[src/design/plp_ram.sv]
// generic single port ram with registered read
// no dependencies
`default_nettype none
module plp_ram #(
    parameter int WIDTH = 8,
    parameter int DEPTH = 16
) (
    input  wire logic                     i_clk,
    input  wire logic                     i_we,
    input  wire logic [$clog2(DEPTH > 1 ? DEPTH : 2)-1:0] i_addr,
    input  wire logic [WIDTH-1:0]         i_wdata,
    output logic [WIDTH-1:0]              o_rdata
);
    logic [WIDTH-1:0] r_mem [DEPTH];
    always_ff @(posedge i_clk) begin
        if (i_we) begin
            r_mem[i_addr] <= i_wdata;
        end
        o_rdata <= r_mem[i_addr];
    end
endmodule
`default_nettype wire

[config.mk]
export PLATFORM = sky130hd
export DESIGN_NAME = plp_ram
export DESIGN_NICKNAME = d
export VERILOG_FILES = /design/src/design/plp_ram.sv
export SDC_FILE = /design/constraint.sdc
export NUM_CORES = 1
export LEC_CHECK = 0
export ABC_CLOCK_PERIOD_IN_PS = 3100
export BUFFER_PORTS_ARGS = -buffer_cell sky130_fd_sc_hd__clkbuf_2
export CORE_MARGIN = 10
export CORE_UTILIZATION = 60
export CTS_CLUSTER_SIZE = 12
export DETAILED_ROUTE_END_ITERATION = 6
export PLACE_DENSITY = 0.74
export SYNTH_ARGS = -nofsm -noshare
export SYNTH_HDL_FRONTEND = slang
export SYNTH_SLANG_ARGS = --single-unit
[constraint.sdc]
create_clock -name i_clk -period 3.1 [get_ports i_clk]
set_clock_uncertainty 0.1 [all_clocks]
set_input_delay 0.31 -clock i_clk [delete_from_list [all_inputs] [get_ports i_clk]]
set_output_delay 0.31 -clock i_clk [all_outputs]
set_load 0.02 [all_outputs]
==> metrics.md <==
| Metric | Value |
|---|---|
| Distinct cells, synth | `18` |
| Starting Density | `61.7%` |
| Vias | `2,425` |
| 1st-pass router iterations | `4` |
| Global-route wire length before repair | `15,100 um` |
| Worst Hold Class | `in -> reg` |
| Synthesized instance count | `230` |
| Final RePlAce weighted congestion | `0.759` |
| Initial drt markers | `257` |
| Share of post-route cells with drive strength above 1 | `35.2%` |
| Global route overflow | `0` |
| Leak | `0.00198 uW` |
| Crit end category | `register` |
| Critical path required time | `3.24 ns` |
| Register area | `4000 sq um` |
| CTS Sinks | `136` |
| Synth area leader | `edfxtp_1` |
| Cell area after synthesis | `5070 sq um` |
| CTS tree | `yes` |
| Synth warn | `0` |
| Die area | `12,500 sq um` |
| RSZ-0062 raised after global routing | `false` |
| Buffers on Ports | `21` |
| Rows | `33` |
| Post-layout min period | `1.76 ns` |
| Pwr/cell area | `698 nW/um^2` |
| Rel. slew slack | `54.7%` |
| Total core area | `8220 sq um` |
| Placed inst area | `5390 sq um` |
| Final wirelength | `9840 um` |
| Clock slew at reported path FFs | `0.06 ns` |
| FF-to-FF setup slack | `1.55 ns` |
| H-Tree Depth | `4` |
| Post-CTS sizing | `0` |
| Most common cell after layout, fill and taps aside | `edfxtp_1` |
| Clock buffer depth | `2` |
| Status | `finished clean` |
| Post-Syn Area per Cell | `22.0 sq um` |
| NumNets Final | `291` |
| Max VDD drop | `0.740 mV` |
| Final Core Density | `72.5%` |
| Design area | `5960 sq um` |
| Initial antenna violation count | `0` |
| DPL Wire Length | `5970 um` |
| Antenna Nets Post-Route | `0` |
| Root buf cell | `clkbuf_8` |
| Vias per std cell | `6.14` |
| Final Slew Violations | `0` |
| TritonCTS buffer count | `17` |
| ANT cells | `0` |
| Post-Place Setup Slack | `0.830 ns` |
| Critical Path AT | `1.90 ns` |
| Final WS setup | `1.34 ns` |
| Seq cells post-synth | `136` |
| Vias in the first global route | `2,553` |
| Critical path peak fanout | `25` |
| Die width | `112 um` |
| TNS Setup | `0 ns` |
| Postcts setup bufs | `0` |
| Fin crit share | `56.7%` |
| Largest net degree at the start of global routing | `26` |
| Final setup fails | `0` |
| Worst setup path category | `in -> reg` |
| Max Cap Violations | `0` |
| Final hold slack | `0.113 ns` |
| Worst slew pin tran | `0.679 ns` |
| Area contributors post-synth | `edfxtp_1, mux4_2, dfxtp_1` |
| Post-synthesis sequential area ratio | `79.0%` |
| Final hold violation count | `0` |
| DR WL/cell | `24.9 um` |
| Yosys top cell area share | `75.9%` |
| Startpoint types | `input pin` |
| Global Route Usage Sum | `16.4%` |
| Worst skew pair latency | `0.53 ns` |
| Most frequent cells in the layout | `edfxtp_1, mux4_2, clkbuf_2` |
| Fmax | `0.569 GHz` |
| Layout area overhead | `17.6%` |
| Post-synth net total | `244` |
| I/O pins | `22` |
| Footprint of the multi-input gates | `1000 sq um` |
| Cts-stage hold buffer count | `0` |
| Post-route DRC | `0` |
| Fillers | `470` |
| Die H | `112 um` |
[stage by stage]
| stage | cells | total power (uW) |
|---|---|---|
| after CTS | 395 | 4190 |
| after global routing | 395 | 4280 |
| after floorplan | 230 | 2220 |
| after detailed placement | 363 | 2310 |
| final | 395 | 4160 |
| after global placement | 363 | 2310 |
[power by group]
part	switching [uW]	internal, uW
logic	123	79.9
clock network	747	1140
registers	12.5	2060
[synth_stat cells]
library cell / count
buf_2: 2
nand2_1: 9
nor2_1: 13
or3b_2: 1
clkbuf_1: 2
edfxtp_1: 128
nand3b_1: 2
nor2b_1: 2
a22oi_1: 16
dfxtp_1: 8
clkbuf_2: 1
mux4_2: 32
nand3_1: 1
buf_6: 2
buf_1: 4
nor3_1: 4
nand2b_1: 2
and2_1: 1
[kinds of logic (layout without fill, tap and decap cells)]
family,Yosys count,in the layout,share of synthesized area [%]
simple gates,35,35,3.21
compound gates,16,16,2.37
flops,136,136,79.0
buf+inv,11,71,1.19
mux,32,32,14.2
[final cells by class]
cell class	instances	area share (%)
Clock inverter	15	2.58
Sequential cell	136	67.2
Tap cell	105	2.20
Clock buffer	17	6.95
Multi-Input combinational cell	83	16.8
Timing Repair Buffer	39	4.24
[critical path, cell delays in order]
cell and delay, ns:
clkbuf_2 0.52, buf_12 0.30, nand2_1 0.14, nor2_1 0.39
buf_4 0.22
[state kept, by name, summed over array words and instances (netlist names)]
signal and cells:
o_rdata 8, r_mem 128
[per-layer routing]
| layer | up-vias | track usage (%) | share of wire, % |
|---|---|---|---|
| li1 | 1060 | - | - |
| met1 | 1242 | 21.7 | 43 |
| met2 | 106 | 23.8 | 48 |
| met3 | 17 | 4.29 | 6.5 |
| met4 | 0 | 10.1 | 2.6 |
| met5 | - | 0 | 0 |
[worst paths after layout]
| path | from | to | depth (start not counted) |
|---|---|---|---|
| hold reg to reg | r_mem[6][2]$_DFFE_PP_ | o_rdata[2]$_DFF_P_ | 3 |
| setup reg to reg | r_mem[6][6]$_DFFE_PP_ | o_rdata[6]$_DFF_P_ | 3 |
| hold / removal | i_wdata[5] | r_mem[14][5]$_DFFE_PP_ | 1 |
| setup / recovery | i_addr[0] | r_mem[7][4]$_DFFE_PP_ | 5 |
(Power assumes the default switching activity.)
