===== src/design/plp_pkg.sv =====
// package for the peer liveness prober: sizes, codes, item structs
// no dependencies
`default_nettype none
package plp_pkg;
    localparam int NUM_PEERS = 16;
    localparam int PW = (NUM_PEERS > 1) ? $clog2(NUM_PEERS) : 1;
    localparam logic [47:0] MAX48 = 48'hFFFF_FFFF_FFFF;

    localparam logic [2:0] OP_START = 3'd0;
    localparam logic [2:0] OP_TICK = 3'd1;
    localparam logic [2:0] OP_PING = 3'd2;
    localparam logic [2:0] OP_PONG = 3'd3;
    localparam logic [2:0] OP_BYE = 3'd4;
    localparam logic [2:0] OP_AUDIO = 3'd5;
    localparam logic [2:0] OP_SHUT = 3'd6;

    localparam logic [1:0] ACT_NONE = 2'd0;
    localparam logic [1:0] ACT_PING = 2'd1;
    localparam logic [1:0] ACT_PONG = 2'd2;
    localparam logic [1:0] ACT_BYE = 2'd3;

    localparam logic [1:0] PR_UNKNOWN = 2'd0;
    localparam logic [1:0] PR_ONLINE = 2'd1;
    localparam logic [1:0] PR_OFFLINE = 2'd2;

    localparam logic [2:0] REG_SEED = 3'd0;
    localparam logic [2:0] REG_ON_MIN = 3'd1;
    localparam logic [2:0] REG_ON_MAX = 3'd2;
    localparam logic [2:0] REG_OFF_MIN = 3'd3;
    localparam logic [2:0] REG_OFF_MAX = 3'd4;
    localparam logic [2:0] REG_RETRY1 = 3'd5;
    localparam logic [2:0] REG_RETRY2 = 3'd6;
    localparam logic [2:0] REG_ATTEMPTS = 3'd7;

    typedef struct packed {
        logic [2:0]  opcode;
        logic [5:0]  dest_peer;
        logic [47:0] now_ms;
        logic [63:0] packet_session;
        logic [63:0] packet_nonce;
    } t_in_item;

    typedef struct packed {
        logic [5:0]  out_peer;
        logic [1:0]  action;
        logic [63:0] out_nonce;
        logic [1:0]  presence;
        logic [15:0] rtt_ms;
        logic        rtt_valid;
        logic [47:0] heard_at_ms;
        logic [63:0] remote_session;
        logic        last;
    } t_out_item;

    // one peer table entry
    typedef struct packed {
        logic [1:0]  presence;
        logic        awaiting;
        logic [2:0]  attempts;
        logic [63:0] nonce;
        logic [47:0] sent_at;
        logic [47:0] retry_at;
        logic [47:0] probe_at;
        logic [47:0] seen_at;
        logic [63:0] session;
        logic [15:0] rtt;
        logic        rtt_ok;
    } t_peer;

    localparam int PEER_BITS = $bits(t_peer);

    function automatic logic [47:0] add_sat(input logic [47:0] t, input logic [47:0] d);
        logic [48:0] s;
        s = {1'b0, t} + {1'b0, d};
        return s[48] ? MAX48 : s[47:0];
    endfunction

    function automatic logic [63:0] xs_next(input logic [63:0] s);
        logic [63:0] v;
        v = s ^ (s << 13);
        v = v ^ (v >> 7);
        v = v ^ (v << 17);
        return (v == 64'd0) ? 64'd1 : v;
    endfunction
endpackage
`default_nettype wire


===== src/design/plp_modu.sv =====
// bit serial remainder unit: r mod span, one quotient bit a cycle
// depends on plp_pkg
`default_nettype none
module plp_modu (
    input  wire logic        i_clk,
    input  wire logic        i_rst_n,
    input  wire logic        i_start,
    input  wire logic [63:0] i_num,
    input  wire logic [20:0] i_den,
    output logic             o_done,
    output logic [20:0]      o_rem
);
    import plp_pkg::*;
    logic [63:0] r_num;
    logic [21:0] r_rem;
    logic [20:0] r_den;
    logic [6:0]  r_cnt;
    logic        r_busy;
    logic [21:0] w_sh;
    assign w_sh = {r_rem[20:0], r_num[63]};
    assign o_rem = r_rem[20:0];
    always_ff @(posedge i_clk) begin
        if (!i_rst_n) begin
            r_busy <= 1'b0;
            o_done <= 1'b0;
            r_cnt <= 7'd0;
        end else begin
            o_done <= 1'b0;
            if (i_start) begin
                r_busy <= 1'b1;
                r_num <= i_num;
                r_den <= i_den;
                r_rem <= 22'd0;
                r_cnt <= 7'd0;
            end else if (r_busy) begin
                r_num <= {r_num[62:0], 1'b0};
                r_rem <= (w_sh >= {1'b0, r_den}) ? w_sh - {1'b0, r_den} : w_sh;
                r_cnt <= r_cnt + 7'd1;
                if (r_cnt == 7'd63) begin
                    r_busy <= 1'b0;
                    o_done <= 1'b1;
                end
            end
        end
    end
endmodule
`default_nettype wire


===== config.mk =====
export PLATFORM = sky130hd
export DESIGN_NAME = plp_modu
export DESIGN_NICKNAME = d
export VERILOG_FILES = /design/src/design/plp_pkg.sv /design/src/design/plp_modu.sv
export SDC_FILE = /design/constraint.sdc
export NUM_CORES = 1
export LEC_CHECK = 0
export BUFFER_PORTS_ARGS = -buffer_cell sky130_fd_sc_hd__buf_2
export CAP_MARGIN = 25
export CORE_UTILIZATION = 53
export DETAILED_ROUTE_END_ITERATION = 10
export HOLD_SLACK_MARGIN = 0.1
export MAX_ROUTING_LAYER = met4
export PLACE_DENSITY_LB_ADDON = 0.08
export SETUP_SLACK_MARGIN = 0.1
export SLEW_MARGIN = 15
export SYNTH_ARGS = -nofsm -noshare
export SYNTH_HDL_FRONTEND = slang
export SYNTH_SLANG_ARGS = --single-unit

===== constraint.sdc =====
create_clock -name i_clk -period 4.6 [get_ports i_clk]
set_clock_uncertainty 0.1 [all_clocks]
set_input_delay 1.15 -clock i_clk [delete_from_list [all_inputs] [get_ports i_clk]]
set_output_delay 1.15 -clock i_clk [all_outputs]
set_load 0.05 [all_outputs]

==> parameters.txt, run 1 <==
Parameter                              Value

Placement
  Count of buffers from port buffering ... 109
  HPWL Detailed ... 7880 µm
  Routability Congestion ... 0.955
  Number of instances in the placed design ... 676

Timing
  Number of failing setup endpoints in the final timing report ... 0
  Highest clock frequency the design can meet ... 268 MHz
  Fin. max-slew vios ... 0
  Max-slew headroom at the worst pin ... 37.8%
  Final min period ... 3.74 ns
  Endpoints failing hold ... 0
  Post-route clock period utilization ... 81.3%
  Unrepaired setup endpoints after global routing ... false
  Tightest Pin Transition ... 0.933 ns
  Setup tns final ... 0 ns

Synthesis
  Number of enable-type register cells in the synthesized netlist ... 106
  Portion of synthesized cell area occupied by the leading cell type ... 54.4%
  Number of warnings printed during yosys synthesis ... 0
  Number of unique standard cell types used by synthesis ... 52
  Mapped cell area ... 5850 µm²
  Dominant synthesized flop cell ... edfxtp_1
  Post-synth net total ... 559
  Sequential-to-total area share from yosys stat ... 57.5%
  Library cell occupying the most area in the post-synthesis netlist ... edfxtp_1
  #FFs+latches synth ... 115
  Gate Count Post-Synth ... 448
  Top cells by area, synth ... edfxtp_1 (54%), mux2_2 (12%), ha_1 (4.7%)
  Async S/R FF share, synth ... 0%
  Mapped Avg Cell Area ... 13.1 µm²

Worst setup path
  Worst path required time ... 4.74 ns
  Crit. End Element ... flop
  Setup slack of the worst register-to-register path ... 0.86 ns
  Worst flop-to-flop path startpoint ... r_num[63]$_DFFE_PP_
  Critical path launch point ... r_num[63]$_DFFE_PP_
  Critical Path Start Type ... flop
  CP Max Fanout ... 23
  Crit path kind ... reg2reg
  Arrival time worst endpoint ... 3.88 ns

Clock network
  Clock tree buffer depth ... 2
  Clk pin slew, worst setup/hold paths ... 0.06 ns
  Maximum level of the CTS H-tree ... 4
  Post-CTS repair timing setup buffer count ... 0
  TritonCTS clock tree ... yes
  Clk Tree Root Cell ... clkbuf_8
  Number of CTS-inserted buffers ... 17
  Total of cells resized after clock tree synthesis ... 0
  Clock latency at the later pin of the worst-skew pair ... 0.53 ns
  Number of clock sinks seen by CTS ... 115
  Count of hold buffers inserted by post-cts repair ... 0

Floorplan
  Core Rows ... 37
  Core Area ... 10,500 µm²
  Number of I/O pins ... 110
  Initial Utilization ... 55.6%
  Die Width ... 107 µm
  Die height ... 107 µm
  Die area ... 11,500 µm²

Drt
  DR WL/cell ... 16.4 µm
  Avg Vias per Cell ... 5.53
  Vias ... 3,912
  Number of detailed-routing iterations run before antenna repair ... 4
  DRC violations left ... 0
  Detailed router's first-iteration violation count ... 178
  Post-detailed-routing wire length ... 11,600 µm
  Remaining number of nets flagged by the antenna check after routing ... 0

Outcome
  Result of the run ... finished clean

Power and ir drop
  Worst voltage drop across the vdd grid ... 0.305 mV
  Pwr per Cell Area ... 440 nW/µm²
  Total power of the final layout ... 3120 µW
  Static Leak ... 0.00283 µW

GRT
  First-pass GRT wire length ... 18,800 µm
  Total Routing Usage GR ... 22.8%
  Antenna violations before repair ... 1
  Maximum number of pins on one net before global-route repair ... 78
  Gr ovfl total ... 0
  Number of global-route vias before repair ... 3,935

Run
  Count of max-cap constraint violations ... 0

Final layout
  Share of final-layout standard cells stronger than drive strength 1 ... 36.1%
  Commonest cells after routing, fill and taps aside ... buf_2 (108), edfxtp_1 (106), mux2_2 (63)
  Area overhead of the layout relative to synthesis ... 21.3%
  Most frequent standard cell in the layout excluding fill and tap cells ... buf_2
  Post-layout net count ... 670
  Number of filler instances in the final layout ... 810
  Final std cells w/o fill ... 708

Worst hold path
  Hold Crit Start ... r_cnt[6]$_SDFFE_PP0P_
  Hold WC Path Type ... reg2reg
[where the power goes]
part,switching (µW),internal (µW)
sequential,34.9,1240
clock,447,812
combinational,346,240
[Yosys cell counts, types with 7 or more instances]
library cell and n:
edfxtp_1 106, mux2_2 63, nor2_1 35, inv_1 27, nand2_1 26, ha_1 22
a21oi_1 21, clkbuf_1 16, mux2i_1 15, xnor2_1 13, o21ai_0 10, dfxtp_1 9
nand3_1 8, nand4_1 8, xor2_1 7
[path summary, 6_finish.rpt]
kind                                                to  depth (start not counted)
worst max-delay path            r_rem[4]$_SDFFCE_PP0P_                         12
worst min-delay path             r_cnt[6]$_SDFFE_PP0P_                          2
worst max register to register  r_rem[4]$_SDFFCE_PP0P_                         12
worst min register to register   r_cnt[6]$_SDFFE_PP0P_                          2
[cell type report]
type	instances	area (µm²)	area share, %
timing repair buffer	112	603	8.51
sequential	115	3360	47.4
clock inverter	11	139	1.96
multi-input combinational	286	2290	32.3
inverter	27	101	1.43
tap	136	170	2.40
clock buffer	19	422	5.95
antenna	2	5.00	0.0706
[critical path, cell delays in order (launching register included)]
cell and delay [ns]:
edfxtp_1 0.36, inv_1 0.08, ha_1 0.17, inv_1 0.06
fa_1 0.41, a21o_1 0.23, a221o_1 0.40, o2111ai_4 0.25
a31oi_2 0.14, a2111oi_4 0.71, buf_12 0.26, mux2i_1 0.20
nor2_1 0.06
[logic make-up after synthesis]
logic type,share of synthesized area (%)
AO/OA/AOI/OAI,8.43
multiplexers,14.7
adder cells (fa/ha/maj),5.05
AND/OR/NAND/NOR,7.81
buffers and inverters,3.49
XOR/XNOR,3.00
flip-flops,57.5
[sequential cells by signal, summed over array words and instances (netlist names)]
name    cells
r_den      21
r_cnt       7
r_num      64
o_done      1
r_rem      21
r_busy      1
[per-stage QoR]
stage               utilization, %  instance area [µm²]  setup slack (ns)  hold slack [ns]
global placement              61.8                 6500              1.01            0.369
CTS                           67.4                 7090             0.860            0.389
global route                  67.4                 7090             0.653            0.432
floorplan                        -                 5850             0.418            0.358
detailed placement            62.1                 6530             0.886            0.380
finish                        67.5                 7090             0.862            0.387
[routing by layer]
layer	vias up	wire length (µm)	track usage [%]
li1	1903	-	-
met1	1873	5240	28.0
met2	117	5460	34.4
met3	19	730	6.26
met4	0	193	12.0
met5	-	0	-
(Power assumes the default switching activity.)
==> inputs of run 2 (changes only) <==
- clock period: 4.6 -> 3.8 ns (I/O delays scaled with it)
==> run 2 against run 1 <==
Compared with the run above: clock-buffer cell count fell by 2; setup slack got worse by 0.49 ns; non-clock buffer count rose by 3; register-to-register slack got worse by 0.49 ns; cell area rose by 0.65%; wire length rose by 0.58%.
==> parameters.txt, run 2 (synthesis results as in run 1) <==
Parameter                              Value

Worst setup path
  Worst path required time ... 3.97 ns
  Arrival time worst endpoint ... 3.60 ns
  Category of cells accounting for the largest share of critical-path delay ... compound AO/OA/AOI/OAI gates
  Crit path kind ... reg2reg
  Crit. End Element ... flop
  Crit-path cells ... inv_1 > ha_1 > inv_1 > fa_1 > a21o_1 > a221o_1 > o2111ai_4 > a31oi_2 > a2111oi_4 > buf_4 > mux2i_1 > nor2_1
  Slowest stage delay, CP ... 0.40 ns
  Critical Path Start Type ... flop
  Worst flop-to-flop path startpoint ... r_num[63]$_DFFE_PP_
  Total number of cells along the worst setup path ... 12
  Setup slack of the worst register-to-register path ... 0.37 ns
  Master of the slowest instance on the critical path ... a221o_1
  Most prevalent standard cell on the critical path ... inv_1
  Number of cells on the worst reg-to-reg path ... 12
  End of the worst register-to-register path ... r_rem[5]$_SDFFCE_PP0P_
  Worst Path Buf+Inv ... 3
  CP Max Fanout ... 17

Worst hold path
  Cells on Worst Hold Path ... 2
  Worst hold endpoint ... r_cnt[6]$_SDFFE_PP0P_
  Hold WC Path Type ... reg2reg
  Hold Crit Start ... r_cnt[6]$_SDFFE_PP0P_

Timing
  Unrepaired setup endpoints after global routing ... false
  Final Worst Setup Slack ... 0.369 ns
  Post-route clock period utilization ... 90.3%
  Setup tns final ... 0 ns
  Tightest Pin Transition ... 0.571 ns
  Final min period ... 3.43 ns
  Highest clock frequency the design can meet ... 291 MHz
  Fin. max-slew vios ... 0
  Max-slew headroom at the worst pin ... 61.9%
  Endpoints failing hold ... 0
  Number of failing setup endpoints in the final timing report ... 0

Floorplan
  Number of I/O pins ... 110
  Core Area ... 10,500 µm²
  Core Rows ... 37
  Die area ... 11,500 µm²
  Die height ... 107 µm
  Initial Utilization ... 55.6%
  Die Width ... 107 µm

Final layout
  Area overhead of the layout relative to synthesis ... 22.1%
  Final std cells w/o fill ... 713
  Number of filler instances in the final layout ... 811
  Commonest cells after routing, fill and taps aside ... buf_2 (108), edfxtp_1 (106), mux2_2 (63)
  Utilization after layout ... 67.9%
  Registers with the highest flip-flop counts ... r_num (64), r_den (21), r_rem (21)
  Post-layout net count ... 673
  Share of final-layout standard cells stronger than drive strength 1 ... 37.2%
  Number of flip-flops in the largest register ... 64
  Most frequent standard cell in the layout excluding fill and tap cells ... buf_2
  Largest register by flop count ... r_num

Clock network
  TritonCTS clock tree ... yes
  Total of cells resized after clock tree synthesis ... 0
  Count of hold buffers inserted by post-cts repair ... 0
  Clock tree buffer depth ... 2
  Clk Tree Root Cell ... clkbuf_8
  Post-CTS repair timing setup buffer count ... 0
  Number of clock sinks seen by CTS ... 115
  Clock latency at the later pin of the worst-skew pair ... 0.53 ns
  Clk pin slew, worst setup/hold paths ... 0.06 ns
  Maximum level of the CTS H-tree ... 4
  Number of CTS-inserted buffers ... 17

Drt
  Remaining number of nets flagged by the antenna check after routing ... 0
  Number of detailed-routing iterations run before antenna repair ... 4
  Detailed router's first-iteration violation count ... 137
  DRC violations left ... 0
  Vias ... 3,864
  DR WL/cell ... 16.4 µm
  Avg Vias per Cell ... 5.42
  Post-detailed-routing wire length ... 11,700 µm

Placement
  Pre-CTS setup slack ... 0.385 ns
  HPWL Detailed ... 8170 µm
  Number of instances in the placed design ... 679
  Count of buffers from port buffering ... 109
  Routability Congestion ... 0.885

Power and ir drop
  Worst voltage drop across the vdd grid ... 0.340 mV
  Static Leak ... 0.00285 µW
  Pwr per Cell Area ... 542 nW/µm²

GRT
  First-pass GRT wire length ... 19,200 µm
  Maximum number of pins on one net before global-route repair ... 55
  Number of global-route vias before repair ... 4,009
  Total Routing Usage GR ... 23.2%
  Gr ovfl total ... 0
  Antenna violations before repair ... 2

Outcome
  Result of the run ... finished clean

Run
  Count of max-cap constraint violations ... 0
run 2: cell types whose count changed in the layout (fill, tap and decap cells not counted), sizes merged:
cell | before | now
bufinv | 3 | 4
buf | 112 | 115
clkinvlp | 3 | 5
clkbuf | 19 | 17
clkinv | 5 | 6
run 2: layout make-up:
class	count	area (µm²)	area share, %
sequential	115	3360	47.1
inverter	27	101	1.42
antenna	2	5.00	0.0701
clock inverter	15	190	2.66
clock buffer	17	414	5.80
tap	136	170	2.38
multi-input combinational	286	2290	32.0
timing repair buffer	115	606	8.49
run 2: worst max-delay path by stage:
stage	startpoint	end	slack, ns
2_1_floorplan	r_rem[0]$_SDFFCE_PP0P_	r_rem[1]$_SDFFCE_PP0P_	0.26
3_3_place_gp	r_num[63]$_DFFE_PP_	r_rem[5]$_SDFFCE_PP0P_	0.51
3_5_place_dp	r_num[63]$_DFFE_PP_	r_rem[12]$_SDFFCE_PP0P_	0.38
4_1_cts	r_num[63]$_DFFE_PP_	r_rem[5]$_SDFFCE_PP0P_	0.37
5_1_grt	r_num[63]$_DFFE_PP_	r_rem[12]$_SDFFCE_PP0P_	0.16
6_report	r_num[63]$_DFFE_PP_	r_rem[5]$_SDFFCE_PP0P_	0.37
run 2: layer usage:
metal | share of wire, % | GRT usage [%] | vias up
li1 | - | - | 1909
met1 | 42 | 27.3 | 1809
met2 | 48 | 35.3 | 128
met3 | 7.9 | 8.45 | 18
met4 | 2.3 | 11.5 | 0
met5 | 0 | - | -
run 2: report_power, final:
part	internal [µW]	total, µW	switching (µW)
logic	287	700	413
registers	1500	1540	41.8
clock network	1060	1630	571
total	2840	3870	1020
run 2: through the flow:
stage	hold WS [ns]	instance area (µm²)	total power [µW]
final	0.398	7140	3870
after global routing	0.440	7140	4030
after CTS	0.397	7130	3900
after detailed placement	0.387	6530	2270
after global placement	0.367	6530	2250
after floorplan	0.358	5850	2100
run 2: worst reg2reg max path: cells and delay by family, from the launching register on:
family | cells | cell delay, ns
AOI/OAI and AO/OA | 5 | 1.38
adders and majority gates | 2 | 0.56
buffers and inverters | 3 | 0.45
DFF | 1 | 0.35
muxes | 1 | 0.26
and+or+nand+nor | 1 | 0.06
==> inputs of run 3 (changes only) <==
- PLACE_DENSITY: unset -> 0.81
- PLACE_DENSITY_LB_ADDON: 0.08 -> unset
==> run 3 against run 2 <==
Compared with the run above: register-to-register slack improved by 0.02 ns; flip-flop and latch count stayed put; die area stayed put; largest power group unchanged; via count increased by 1.8%; clock-buffer cell count stayed put; utilization hardly changed; largest cell class unchanged.
==> parameters.txt, run 3 (synthesis results as in run 1) <==
Parameter                              Value

Floorplan
  Die area ... 11,500 µm²
  Initial Utilization ... 55.6%
  Core Area ... 10,500 µm²
  Die height ... 107 µm
  Die Width ... 107 µm
  Number of I/O pins ... 110
  Core Rows ... 37

Drt
  Detailed router's first-iteration violation count ... 201
  Avg Vias per Cell ... 5.53
  Vias ... 3,933
  DRC violations left ... 0
  Remaining number of nets flagged by the antenna check after routing ... 0
  DR WL/cell ... 16.8 µm
  Post-detailed-routing wire length ... 12,000 µm
  Number of detailed-routing iterations run before antenna repair ... 5

Final layout
  Post-layout net count ... 673
  Share of final-layout standard cells stronger than drive strength 1 ... 37.4%
  Commonest cells after routing, fill and taps aside ... buf_2 (108), edfxtp_1 (106), mux2_2 (63)
  Most frequent standard cell in the layout excluding fill and tap cells ... buf_2
  Number of flip-flops in the largest register ... 64
  Antenna diodes ... 0
  Area overhead of the layout relative to synthesis ... 22.0%
  Registers with the highest flip-flop counts ... r_num (64), r_den (21), r_rem (21)
  Largest register by flop count ... r_num
  Number of filler instances in the final layout ... 766

Timing
  Fin. max-slew vios ... 0
  Final min period ... 3.41 ns
  Unrepaired setup endpoints after global routing ... false
  Number of failing setup endpoints in the final timing report ... 0
  Final Worst Setup Slack ... 0.385 ns
  Endpoints failing hold ... 0
  Highest clock frequency the design can meet ... 293 MHz
  Post-route clock period utilization ... 89.9%
  Tightest Pin Transition ... 0.553 ns
  Setup tns final ... 0 ns
  Max-slew headroom at the worst pin ... 63.1%

Worst setup path
  CP Max Fanout ... 15
  Category of cells accounting for the largest share of critical-path delay ... compound AO/OA/AOI/OAI gates
  Worst path required time ... 3.95 ns
  Crit-path cells ... inv_1 > ha_1 > inv_1 > fa_1 > a21o_1 > a221o_1 > o2111ai_4 > a31oi_2 > a2111oi_4 > buf_4 > mux2i_1 > nor2_1
  Critical Path Start Type ... flop
  Crit. End Element ... flop
  Slowest stage delay, CP ... 0.39 ns
  Worst Path Buf+Inv ... 3
  Master of the slowest instance on the critical path ... fa_1
  Most prevalent standard cell on the critical path ... inv_1
  Crit path kind ... reg2reg
  Arrival time worst endpoint ... 3.57 ns

Run
  Count of max-cap constraint violations ... 0

Clock network
  Post-CTS repair timing setup buffer count ... 0
  Clock tree buffer depth ... 2
  Clk Tree Root Cell ... clkbuf_8
  TritonCTS clock tree ... yes
  Number of clock sinks seen by CTS ... 115
  Number of CTS-inserted buffers ... 17
  Clk pin slew, worst setup/hold paths ... 0.06 ns
  Maximum level of the CTS H-tree ... 4
  Total of cells resized after clock tree synthesis ... 0
  Clock latency at the later pin of the worst-skew pair ... 0.52 ns
  Count of hold buffers inserted by post-cts repair ... 0

GRT
  Maximum number of pins on one net before global-route repair ... 75
  Antenna violations before repair ... 0
  First-pass GRT wire length ... 19,500 µm
  Total Routing Usage GR ... 23.3%
  Number of global-route vias before repair ... 4,111
  Gr ovfl total ... 0

Placement
  Pre-CTS setup slack ... 0.399 ns
  Count of buffers from port buffering ... 109
  Routability Congestion ... 0.925
  HPWL Detailed ... 8330 µm

Power and ir drop
  Static Leak ... 0.00286 µW
  Worst voltage drop across the vdd grid ... 0.424 mV
  Pwr per Cell Area ... 538 nW/µm²

Outcome
  Result of the run ... finished clean

Worst hold path
  Hold WC Path Type ... reg2reg
## run 3: per-layer routing
layer | track usage (%) | vias up | share of wire (%) | routed length [µm]
met5 | - | - | 0 | 0
li1 | - | 1908 | - | -
met4 | 8.22 | 0 | 1.4 | 162
met3 | 8.94 | 13 | 6.8 | 819
met2 | 37.3 | 116 | 50 | 5930
met1 | 26.8 | 1896 | 42 | 5060
## run 3: area by class of cell
class,instances,area [µm²],share of cell area [%]
clock buffers,17,414,5.80
clock inverters,15,181,2.54
inverters,27,101,1.42
multi-input cells,286,2290,32.1
flip-flops and latches,115,3360,47.1
well taps,136,170,2.38
repair buffers,115,618,8.66
## run 3: worst paths after layout
| check | cells past startpoint | endpoint | slack, ns | startpoint |
|---|---|---|---|---|
| setup / recovery | 12 | r_rem[8]$_SDFFCE_PP0P_ | 0.39 | r_num[63]$_DFFE_PP_ |
| hold / removal | 2 | r_cnt[5]$_SDFFE_PP0P_ | 0.40 | r_cnt[5]$_SDFFE_PP0P_ |
| setup reg to reg | 12 | r_rem[8]$_SDFFCE_PP0P_ | 0.39 | r_num[63]$_DFFE_PP_ |
| hold reg to reg | 2 | r_cnt[5]$_SDFFE_PP0P_ | 0.40 | r_cnt[5]$_SDFFE_PP0P_ |
## run 3: stage by stage
stage / hold WS (ns) / area, µm² / util (%) / total power (µW) / std cells
after global placement: 0.370 / 6540 / 62.2 / 2250 / 679
after detailed placement: 0.388 / 6540 / 62.2 / 2270 / 679
final: 0.401 / 7140 / 67.9 / 3840 / 711
after floorplan: 0.358 / 5850 / - / 2100 / 448
after CTS: 0.400 / 7140 / 67.9 / 3860 / 711
after global routing: 0.430 / 7140 / 67.9 / 4000 / 711
## run 3: report_power, final
part	switching (µW)	internal, µW
Combinational	415	289
Clock	586	1000
Sequential	42.3	1500
Total	1040	2790
## run 3: tightest hold or removal path, delay by kind of cell, from the launching register on
| family | cells | cell delay (ns) |
|---|---|---|
| flops | 1 | 0.32 |
| compound gates | 2 | 0.13 |
